File: config.mk
export PLATFORM = sky130hd
export DESIGN_NAME = circular_deque_buffer
export DESIGN_NICKNAME = d
export VERILOG_FILES = /design/src/cdb_pkg.sv /design/src/circular_deque_buffer.sv /design/src/cdb_ctrl.sv /design/src/cdb_datapath.sv
export SDC_FILE = /design/constraint.sdc
export NUM_CORES = 1
export LEC_CHECK = 0
export ABC_AREA = 0
export BUFFER_PORTS_ARGS = -buffer_cell sky130_fd_sc_hd__buf_2
export CAP_MARGIN = 20
export CORE_AREA = 2 2 244 246
export DETAILED_ROUTE_END_ITERATION = 12
export DIE_AREA = 0 0 246 248
export PLACE_DENSITY_LB_ADDON = 0.05
export RECOVER_POWER = 100
export SYNTH_ARGS = -nofsm -noshare
export SYNTH_HDL_FRONTEND = slang
export SYNTH_SLANG_ARGS = --single-unit
File: constraint.sdc
create_clock -name clk -period 6.9 [get_ports clk]
set_input_delay 0.69 -clock clk [delete_from_list [all_inputs] [get_ports clk]]
set_output_delay 0.69 -clock clk [all_outputs]
set_load 0.02 [all_outputs]
File: src/cdb_pkg.sv
`timescale 1ns / 1ps
// ----------------------------------------------------------------------------
// cdb_pkg
// Shared constants, types and index helpers for the circular deque buffer.
// ----------------------------------------------------------------------------
package cdb_pkg;

  localparam int DEPTH     = 16;
  localparam int IDX_W     = (DEPTH > 1) ? $clog2(DEPTH) : 1;
  localparam int CNT_W     = $clog2(DEPTH + 1);
  localparam int CAP_W     = 5;
  localparam int WORD_W    = 32;
  localparam int MODE_W    = 2;
  localparam int CAP_RESET = 16;

  localparam logic [MODE_W-1:0] MODE_PUSH_FRONT = 2'd0;
  localparam logic [MODE_W-1:0] MODE_PUSH_REAR  = 2'd1;
  localparam logic [MODE_W-1:0] MODE_POP_FRONT  = 2'd2;
  localparam logic [MODE_W-1:0] MODE_POP_REAR   = 2'd3;

  typedef logic [IDX_W-1:0]  idx_t;
  typedef logic [CNT_W-1:0]  cnt_t;
  typedef logic [WORD_W-1:0] word_t;

  typedef struct packed {
    logic take;
    logic exec;
    logic load;
    logic send;
  } ctrl_cmd_t;

  typedef struct packed {
    logic out_busy;
  } dp_status_t;

  function automatic cnt_t clamp_cap(input logic [CAP_W-1:0] c);
    cnt_t r;
    if (c == '0) begin
      r = cnt_t'(1);
    end else if (int'(c) > DEPTH) begin
      r = cnt_t'(DEPTH);
    end else begin
      r = cnt_t'(c);
    end
    return r;
  endfunction

  function automatic idx_t wrap_next(input idx_t idx, input cnt_t n);
    logic [CNT_W:0] nxt;
    idx_t r;
    nxt = (CNT_W + 1)'(idx) + (CNT_W + 1)'(1);
    if (nxt >= (CNT_W + 1)'(n)) begin
      r = '0;
    end else begin
      r = nxt[IDX_W-1:0];
    end
    return r;
  endfunction

  function automatic idx_t wrap_prev(input idx_t idx, input cnt_t n);
    cnt_t m;
    idx_t r;
    m = n - cnt_t'(1);
    if (idx == '0 || (CNT_W + 1)'(idx) >= (CNT_W + 1)'(n)) begin
      r = m[IDX_W-1:0];
    end else begin
      r = idx - idx_t'(1);
    end
    return r;
  endfunction

endpackage

File: src/circular_deque_buffer.sv
`timescale 1ns / 1ps
// An item is taken, then passes the execute, load and send states; send waits on a stall.
// The single-item sequencer takes no new item until the last result is sent, and the
//   registered read of the entry store refills the front or rear word.
// Reset: synchronous; capacity returns to 16 and the deque is empty.
// ----------------------------------------------------------------------------
// circular_deque_buffer
// Double-ended queue of 32-bit words in a circular store with set capacity.
// ----------------------------------------------------------------------------
module circular_deque_buffer (
  input  logic        clk,
  input  logic        rst,
  input  logic        cfg_valid,
  output logic        cfg_ready,
  input  logic [4:0]  cfg_data,     // capacity
  input  logic        s_tvalid,
  output logic        s_tready,
  input  logic [31:0] s_tdata,      // push_value
  input  logic [1:0]  s_tuser,      // mode
  output logic        m_tvalid,
  input  logic        m_tready,
  output logic [95:0] m_tdata,      // popped_value, front_word, rear_word
  output logic [2:0]  m_tuser       // accepted, is_empty, is_full
);

  cdb_pkg::ctrl_cmd_t  cmd;
  cdb_pkg::dp_status_t status;

  assign cfg_ready = 1'b1;

  cdb_ctrl u_ctrl (
    .clk      (clk),
    .rst      (rst),
    .in_valid (s_tvalid),
    .in_ready (s_tready),
    .status   (status),
    .cmd      (cmd)
  );

  cdb_datapath u_dp (
    .clk          (clk),
    .rst          (rst),
    .cmd          (cmd),
    .status       (status),
    .cfg_valid    (cfg_valid),
    .cfg_data     (cfg_data),
    .in_mode      (s_tuser),
    .in_value     (s_tdata),
    .out_valid    (m_tvalid),
    .out_ready    (m_tready),
    .out_accepted (m_tuser[0]),
    .out_popped   (m_tdata[31:0]),
    .out_empty    (m_tuser[1]),
    .out_full     (m_tuser[2]),
    .out_front    (m_tdata[63:32]),
    .out_rear     (m_tdata[95:64])
  );

endmodule

File: src/cdb_ctrl.sv
`timescale 1ns / 1ps
// ----------------------------------------------------------------------------
// cdb_ctrl
// Sequencer: take an item, execute it, load read data, send the result.
// ----------------------------------------------------------------------------
module cdb_ctrl (
  input  logic                  clk,
  input  logic                  rst,
  input  logic                  in_valid,
  output logic                  in_ready,
  input  cdb_pkg::dp_status_t   status,
  output cdb_pkg::ctrl_cmd_t    cmd
);

  localparam logic [1:0] ST_IDLE = 2'd0;
  localparam logic [1:0] ST_EXEC = 2'd1;
  localparam logic [1:0] ST_LOAD = 2'd2;
  localparam logic [1:0] ST_SEND = 2'd3;

  logic [1:0] state;
  logic [1:0] state_next;

  always_comb begin
    state_next = state;
    cmd        = '0;
    in_ready   = 1'b0;
    case (state)
      ST_IDLE: begin
        in_ready = 1'b1;
        if (in_valid) begin
          cmd.take   = 1'b1;
          state_next = ST_EXEC;
        end
      end
      ST_EXEC: begin
        cmd.exec   = 1'b1;
        state_next = ST_LOAD;
      end
      ST_LOAD: begin
        cmd.load   = 1'b1;
        state_next = ST_SEND;
      end
      ST_SEND: begin
        if (!status.out_busy) begin
          cmd.send   = 1'b1;
          state_next = ST_IDLE;
        end
      end
      default: state_next = ST_IDLE;
    endcase
  end

  always_ff @(posedge clk) begin
    if (rst) begin
      state <= ST_IDLE;
    end else begin
      state <= state_next;
    end
  end

endmodule

File: src/cdb_datapath.sv
`timescale 1ns / 1ps
// ----------------------------------------------------------------------------
// cdb_datapath
// Entry store, head and tail pointers, end-word caches and result register.
// ----------------------------------------------------------------------------
module cdb_datapath (
  input  logic                          clk,
  input  logic                          rst,
  input  cdb_pkg::ctrl_cmd_t            cmd,
  output cdb_pkg::dp_status_t           status,
  input  logic                          cfg_valid,
  input  logic [cdb_pkg::CAP_W-1:0]     cfg_data,
  input  logic [cdb_pkg::MODE_W-1:0]    in_mode,
  input  cdb_pkg::word_t                in_value,
  output logic                          out_valid,
  input  logic                          out_ready,
  output logic                          out_accepted,
  output cdb_pkg::word_t                out_popped,
  output logic                          out_empty,
  output logic                          out_full,
  output cdb_pkg::word_t                out_front,
  output cdb_pkg::word_t                out_rear
);

  cdb_pkg::word_t mem [cdb_pkg::DEPTH];

  logic [cdb_pkg::CAP_W-1:0]  cap;
  cdb_pkg::idx_t              head;
  cdb_pkg::idx_t              tail;
  logic                       empty;
  logic [cdb_pkg::MODE_W-1:0] mode;
  cdb_pkg::word_t             value;
  cdb_pkg::word_t             front;
  cdb_pkg::word_t             rear;
  cdb_pkg::word_t             popped;
  logic                       accepted;
  cdb_pkg::word_t             rd_data;
  logic                       rd_front;
  logic                       rd_rear;

  cdb_pkg::cnt_t  n;
  logic           full;
  logic           is_push;
  cdb_pkg::idx_t  head_next;
  cdb_pkg::idx_t  tail_next;
  logic           empty_next;
  logic           wr_en;
  cdb_pkg::idx_t  wr_idx;
  cdb_pkg::idx_t  rd_idx;
  logic           rd_front_next;
  logic           rd_rear_next;
  logic           accepted_next;
  cdb_pkg::word_t popped_next;
  cdb_pkg::word_t front_next;
  cdb_pkg::word_t rear_next;

  assign n       = cdb_pkg::clamp_cap(cap);
  assign full    = !empty && (cdb_pkg::wrap_next(tail, n) == head);
  assign is_push = (mode == cdb_pkg::MODE_PUSH_FRONT) || (mode == cdb_pkg::MODE_PUSH_REAR);
  assign status.out_busy = out_valid && !out_ready;

  always_comb begin
    head_next     = head;
    tail_next     = tail;
    empty_next    = empty;
    wr_en         = 1'b0;
    wr_idx        = head;
    rd_idx        = head;
    rd_front_next = 1'b0;
    rd_rear_next  = 1'b0;
    accepted_next = 1'b0;
    popped_next   = '1;
    front_next    = front;
    rear_next     = rear;
    if (is_push) begin
      if (!full) begin
        accepted_next = 1'b1;
        wr_en         = 1'b1;
        if (empty) begin
          head_next  = '0;
          tail_next  = '0;
          empty_next = 1'b0;
          wr_idx     = '0;
          front_next = value;
          rear_next  = value;
        end else if (mode == cdb_pkg::MODE_PUSH_FRONT) begin
          head_next  = cdb_pkg::wrap_prev(head, n);
          wr_idx     = head_next;
          front_next = value;
        end else begin
          tail_next  = cdb_pkg::wrap_next(tail, n);
          wr_idx     = tail_next;
          rear_next  = value;
        end
      end
    end else if (!empty) begin
      accepted_next = 1'b1;
      if (head == tail) begin
        popped_next = front;
        head_next   = '0;
        tail_next   = '0;
        empty_next  = 1'b1;
      end else if (mode == cdb_pkg::MODE_POP_FRONT) begin
        popped_next   = front;
        head_next     = cdb_pkg::wrap_next(head, n);
        rd_idx        = head_next;
        rd_front_next = 1'b1;
      end else begin
        popped_next  = rear;
        tail_next    = cdb_pkg::wrap_prev(tail, n);
        rd_idx       = tail_next;
        rd_rear_next = 1'b1;
      end
    end
  end

  always_ff @(posedge clk) begin
    if (rst) begin
      cap       <= cdb_pkg::CAP_W'(cdb_pkg::CAP_RESET);
      head      <= '0;
      tail      <= '0;
      empty     <= 1'b1;
      out_valid <= 1'b0;
    end else begin
      if (cfg_valid) begin
        cap   <= cfg_data;
        head  <= '0;
        tail  <= '0;
        empty <= 1'b1;
      end else if (cmd.exec) begin
        head  <= head_next;
        tail  <= tail_next;
        empty <= empty_next;
      end
      if (cmd.send) begin
        out_valid <= 1'b1;
      end else if (out_ready) begin
        out_valid <= 1'b0;
      end
    end
  end

  always_ff @(posedge clk) begin
    if (cmd.exec && wr_en) begin
      mem[wr_idx] <= value;
    end
    if (cmd.exec) begin
      rd_data <= mem[rd_idx];
    end
  end

  always_ff @(posedge clk) begin
    if (cmd.take) begin
      mode  <= in_mode;
      value <= in_value;
    end
    if (cmd.exec) begin
      accepted <= accepted_next;
      popped   <= popped_next;
      front    <= front_next;
      rear     <= rear_next;
      rd_front <= rd_front_next;
      rd_rear  <= rd_rear_next;
    end
    if (cmd.load) begin
      if (rd_front) begin
        front <= rd_data;
      end
      if (rd_rear) begin
        rear <= rd_data;
      end
    end
    if (cmd.send) begin
      out_accepted <= accepted;
      out_popped   <= popped;
      out_empty    <= empty;
      out_full     <= full;
      out_front    <= empty ? '1 : front;
      out_rear     <= empty ? '1 : rear;
    end
  end

endmodule

==> After elaboration in Yosys (flattened, before gate mapping) <==
Memories as Yosys holds them, arrays and structs flattened. A register that Yosys moved wholly into a read port is not among the register bits.
Index checks and enable logic that the tools add are counted.
{ "totals": {"input_bits": 44, "out_inout_bits": 102, "word_cells": 135, "register_bits": 249, "memories": 1, "mem_bits_rw": 512} }
{ "op_classes": {"n_lt_le_gt_ge": 5, "n_reduce_logical": 22, "eq_ne": 14, "mux": 68, "n_addsub": 5} }
{ "mem_list": {"columns": ["memory", "depth", "word_bits", "read_ports", "rd_ports_with_merged_regs", "wr", "line", "rtl"], "rows": [
  ["u_dp.mem", 16, 32, 1, 1, 1, "cdb_datapath.sv:25", "cdb_pkg::word_t mem [cdb_pkg::DEPTH];"]
]} }
{ "ops": {"columns": ["cell", "count"], "rows": [
  ["$mux 32", 16],
  ["$mux 4", 26],
  ["$mux 1", 21],
  ["$sub 4x1->4 const B", 3],
  ["$add 4x1->5 const B", 2],
  ["$ge 4x5->1", 2],
  ["$ge 5x5->1", 2],
  ["$mux 5", 2],
  ["$reduce_and 5->1", 2],
  ["$eq 4x4->1", 2],
  ["$logic_not 4->1", 2],
  ["$ne 2x2->1 const B", 4],
  ["$pmux 2 s4", 1],
  ["$eq 2x2->1 const B", 3],
  ["$ne 3x2->1 const B", 2],
  ["$gt 5x5->1 const B", 1],
  ["$logic_not 5->1", 1],
  ["$eq 2x1->1 const B", 2],
  ["$logic_not 2->1", 2],
  ["$mux 2", 2],
  ["$reduce_and 2->1", 2],
  ["$reduce_or 2->1", 2],
  ["$logic_and 1x1->1", 3],
  ["$logic_or 1x1->1", 3],
  ["other kinds (5)", 6]
]} }

==> Depth between registers and ports, before layout <==
{ "logic_depth": {"depth_word": 12, "ltp_mapped": 17, "mapped_depth_nobuf": 13} }

==> By module <==
A second synthesis with hierarchy kept.
{ "unflattened": {"cells_unflattened": 2312, "area_unflattened_um2": 33211.9} }
{ "by_module_without_submodules": {"columns": ["mod", "area_each_um2", "cells_per_inst", "instances", "seq_area_each_um2"], "rows": [
  ["cdb_datapath", 33012.9, 2291, 1, 22962.0],
  ["cdb_ctrl", 187.7, 19, 1, 40.0],
  ["circular_deque_buffer", 11.3, 2, 1, 0.0]
]} }

==> Worst setup path before layout <==
Ideal clock, no wire load.
{ "synth_path": {"path_kind": "input -> register", "from": "input port m_tready", "to": "register u_dp.out_accepted, enable pin", "path_buffers": 0, "slack_ns": 1.189, "setup_ns": 0.570, "arrival_ns": 5.141, "stages": 2, "required_ns": 6.330, "cell_sequence": "nor2b_1 nor2b_1"} }
{ "synth_rtl": {"columns": ["element", "line", "rtl"], "rows": [
  ["from (decl)", "circular_deque_buffer.sv:21", "input logic m_tready,"],
  ["to (signal assigned)", "cdb_datapath.sv:174", "out_accepted <= accepted;"],
  ["to (decl)", "cdb_datapath.sv:17", "output logic out_accepted,"]
]} }

==> Worst setup path in the final report <==
{ "layout_path": {"from": "register u_dp.cap[1] (netlist name)", "to": "register u_dp.rd_data[5], read port of u_dp.mem, data pin"} }
{ "layout_between": {"elab_chain_len": 10, "elab_cells_between_ends": 14, "classes_between": "1 x add/sub; 3 x order compare; 8 x mux; 2 x reduce/logical"} }
{ "layout_rtl": {"columns": ["element", "line", "rtl"], "rows": [
  ["from (decl)", "cdb_datapath.sv:27", "logic [cdb_pkg::CAP_W-1:0] cap;"],
  ["from (signal assigned)", "cdb_datapath.sv:119", "cap <= cdb_pkg::CAP_W'(cdb_pkg::CAP_RESET);"],
  ["from (signal assigned)", "cdb_datapath.sv:126", "cap <= cfg_data;"],
  ["$gt 5x5->1", "cdb_pkg.sv:40", "end else if (int'(c) > DEPTH) begin"],
  ["$mux 5", "cdb_pkg.sv:40", null],
  ["$mux 5 (*)", "cdb_pkg.sv:38", "if (c == '0) begin"],
  ["$ge 4x5->1", "cdb_pkg.sv:64", "if (idx == '0 || (CNT_W + 1)'(idx) >= (CNT_W + 1)'(n)) begin"],
  ["$logic_or 1x1->1", "cdb_pkg.sv:64", null],
  ["$mux 4", "cdb_pkg.sv:64", null],
  ["$mux 4 (*)", "cdb_datapath.sv:103", "end else if (mode == cdb_pkg::MODE_POP_FRONT) begin"],
  ["$mux 4 (*)", "cdb_datapath.sv:98", "if (head == tail) begin"],
  ["$mux 4 (*)", "cdb_datapath.sv:96", "end else if (!empty) begin"],
  ["$mux 4 (*)", "cdb_datapath.sv:75", "if (is_push) begin"],
  ["to (decl)", "cdb_datapath.sv:37", "cdb_pkg::word_t rd_data;"]
]} }
Mark *: on every way between the ends. The rest lies on a longest branch, timed or not.
A chain may end at the register's enable or synchronous reset.

==> impl_metrics.yaml <==
cells_and_area:
  diodes: 0
  fin_cells: 3484
  fillers: 4633
  drive_gt1_frac: 0.108
  final_cell_mix: "721 x nand2_1, 712 x edfxtp_1, 138 x clkbuf_1, 135 x nor2_1, 107 x nand3_1"
  num-nets-final: 2717
  final_common_cell: "nand2_1"
  area_growth_pct: 12.6
yosys:
  synth_xor_area_frac: 0.00464
  syn_area_per_cell_sq_um: 12.6
  muxShareOfSynthArea: 0.00335
  yosys.area_share.adder: 0.00984
  ys_ff_latch: 793
  synth_area_sq_mm: 0.0318
  async_flop_share: 0
  syn_inst: 2532
  ys.flop_type: "edfxtp_1"
  synth_warnings: 0
  synth_edf_count: 712
  synth_top_family_by_area: "simple AND/OR/NAND/NOR gates"
  yosysSeqAreaShare: 0.723
  yosys.area_share.simple: 0.170
  synth-compound-area-share: 0.0628
  synth_fp_nets: 2601
  synth_cell_types: 78
sta:
  skew_ps: 16.8
  rsz0062_at_grt: "false"
  setup-violations-final: 0
  finalCriticalPeriod_ps: 5810
  setup_ws_ps: 1090
  finalHoldViolations: 0
  max-slew-margin-rel: -2.07
  drv_slew: 376
  post-route-period-util: 0.843
  fmax_mhz: 172
  finalSetupTns_ps: 0
  tightest_slew_ps: 4600
power:
  ir_worst_vdd_mv: 0.262
  switchingPower_mw: 3.38
  swShare: 0.277
  pwr-share-seq: 0.534
  p_comb_frac: 0.127
  power_mw: 12.2
  p_per_area_mw_per_mm2: 341
  p_int_mw: 8.82
  clkPwrFrac: 0.339
  power_leakage_nw: 12.0
global_route:
  antenna_found_initial: 3
  grt_pass1_wl_um: 115000
  first_global_vias: 19000
  grt_usage: 0.251
  grt_max_degree: 133
  overflow: 0
worst_setup_path:
  end_kind: "flip-flop"
  worstPathRequired_ps: 7230
  critPathMaxStageDelay_ps: 1040
  rrSetupSlack_ps: 1090
  critPathMaxFanout: 55
  cp.arrival_ps: 6140
  startpoint_type: "flip-flop"
  crit_slowest_cell: "clkbuf_2"
  crit_path_cell_trace: "nor3_1, nor2_1, nor2_1, ha_1, nand2b_1, o2111ai_1, o21a_1, mux2i_1, a31o_4, clkbuf_2, nand2_1, nand2_1, a211oi_1, nor3_1"
  timing_worst_setup_path_type: "reg -> reg"
detailed_routing:
  drt_pre_antenna_iters: 7
  wl_per_cell_um: 22.1
  drtIter0Drc: 1932
  vias: 20200
  drc_errors: 0
  ant_nets: 0
  finalWirelength_um: 77000
  vias_per_cell: 5.80
placement:
  dp.cells: 3329
  routabilityCongestion: 0.874
  hpwlAfterDp_um: 46600
  pre_cts_slack_ps: 1650
  portBuffers: 144
status:
  status: "finished with violations"
  violations: "capacitance limit, slew limit"
hold_path:
  worstHoldPathType: "in -> reg"
floorplanning:
  initial_core_util: 0.544
  num_io_pins: 146
  die-area_sq_mm: 0.0610
  row_count: 89
  die_y_um: 248
  core_area_sq_mm: 0.0585
  die_x_um: 246
clock_tree:
  root_buffer: "clkbuf_16"
  clock_latency_ps: 630
  cts_buffers: 82
  cts.sinks: 793
  htree_num_levels: 3
  postCtsHoldBufs: 0
  clockBufferDepth: 3
  cts_setup_buffers: 0
  cts.clk_slew.worst_paths_ps: 60
  tritoncts: "built"
  ctsResizeCount: 0
job:
  cap_viol_max_count: 8
-- sequential cells by signal (all words and copies together) (netlist names), 2 cells and up --
| name | cells |
|---|---|
| u_dp.mem | 512 |
| u_dp.front | 32 |
| u_dp.out_front | 32 |
| u_dp.out_popped | 32 |
| u_dp.out_rear | 32 |
| u_dp.popped | 32 |
| u_dp.rd_data | 32 |
| u_dp.rear | 32 |
| u_dp.value | 32 |
| u_dp.cap | 5 |
| u_dp.head | 4 |
| u_dp.tail | 4 |
| u_ctrl.state | 2 |
| u_dp.mode | 2 |
-- layout make-up --
cell class	instances	area [sq um]	area share
clock inverters	34	223	0.00622
clock buffers	113	2280	0.0637
inverters	18	67.6	0.00189
flip-flops and latches	793	23000	0.642
multi-input cells	1560	8040	0.225
repair buffers	193	1220	0.0340
well taps	773	967	0.0270
-- cell usage after synthesis, types with 2 or more instances --
master / n / area, sq um
a21oi_2: 2 / 17.5
xor2_1: 5 / 43.8
and3_1: 5 / 31.3
clkbuf_1: 58 / 218
a211oi_1: 32 / 240
buf_2: 81 / 405
o21a_1: 5 / 37.5
o211a_1: 3 / 30.0
nand2b_1: 7 / 43.8
o211ai_1: 9 / 67.6
mux2i_1: 7 / 70.1
a22oi_1: 2 / 15.0
o31a_1: 2 / 17.5
a31oi_1: 70 / 438
and2_1: 4 / 25.0
nand3_1: 107 / 536
or3_1: 5 / 31.3
a21boi_0: 2 / 15.0
a32o_1: 4 / 40.0
a31o_2: 3 / 26.3
a32oi_1: 32 / 280
o21ai_1: 2 / 10.0
ha_1: 25 / 313
nor2_1: 140 / 526
o21ai_0: 10 / 50.1
inv_1: 17 / 63.8
dfxtp_1: 81 / 1620
buf_4: 15 / 113
nor2b_1: 12 / 75.1
o22ai_1: 6 / 37.5
buf_1: 7 / 26.3
mux2_2: 2 / 22.5
o31ai_1: 3 / 22.5
o32ai_1: 2 / 17.5
xnor2_1: 10 / 87.6
nand2_1: 723 / 2710
edfxtp_1: 712 / 21400
a21oi_1: 75 / 375
nand3_2: 2 / 20.0
nand4_1: 99 / 619
a21o_1: 5 / 37.5
or2_2: 67 / 419
nor3_2: 7 / 70.1
nor3_1: 31 / 155
-- stage by stage --
stage / util / hold WS, ps / cell area, sq um
floorplan: - / 400 / 31800
global placement: 0.568 / 402 / 33200
detailed placement: 0.572 / 405 / 33400
CTS: 0.615 / 206 / 35900
global route: 0.612 / 212 / 35800
finish: 0.612 / 236 / 35800
-- layer usage --
layer  track usage  vias up  wire length [um]
met3        0.0395      103              5990
met1         0.386     9963             35900
met2         0.375      733             33800
met4        0.0652        0              1330
li1              -     9416                 -
met5             0        -                 0
-- power by group through the flow --
stage	sequential (mW)	combinational (mW)	clock [mW]
after floorplan	6.35	1.07	0
after global placement	6.55	1.51	0
after detailed placement	6.57	1.56	0
after CTS	6.48	1.57	4.21
after global routing	6.58	1.72	4.40
final	6.52	1.55	4.14
-- final timing paths --
check	to	cells past startpoint	start
setup / recovery	u_dp.rd_data[5]	14	u_dp.cap[1]
hold / removal	u_dp.value[24]	1	s_tdata[24]
setup reg to reg	u_dp.rd_data[5]	14	u_dp.cap[1]
hold reg to reg	u_dp.out_popped[27]	0	u_dp.popped[27]
-- worst max-delay path: cells and delay by family (launching register included) --
family,cells,cell delay (ps)
and+or+nand+nor,7,1830
AOI/OAI and AO/OA,4,1400
muxes,1,470
adders and majority gates,1,360
buffers and inverters,1,1040
DFF,1,350
-- kinds of logic after synthesis --
kind of cell	Yosys count
and+or+nand+nor	1221
DFF	793
AOI/OAI and AO/OA	287
buffers and inverters	179
adders and majority gates	25
xor gates and xnor gates	16
muxes	10
other	1
Note: power is estimated with default switching activity, not from simulation.
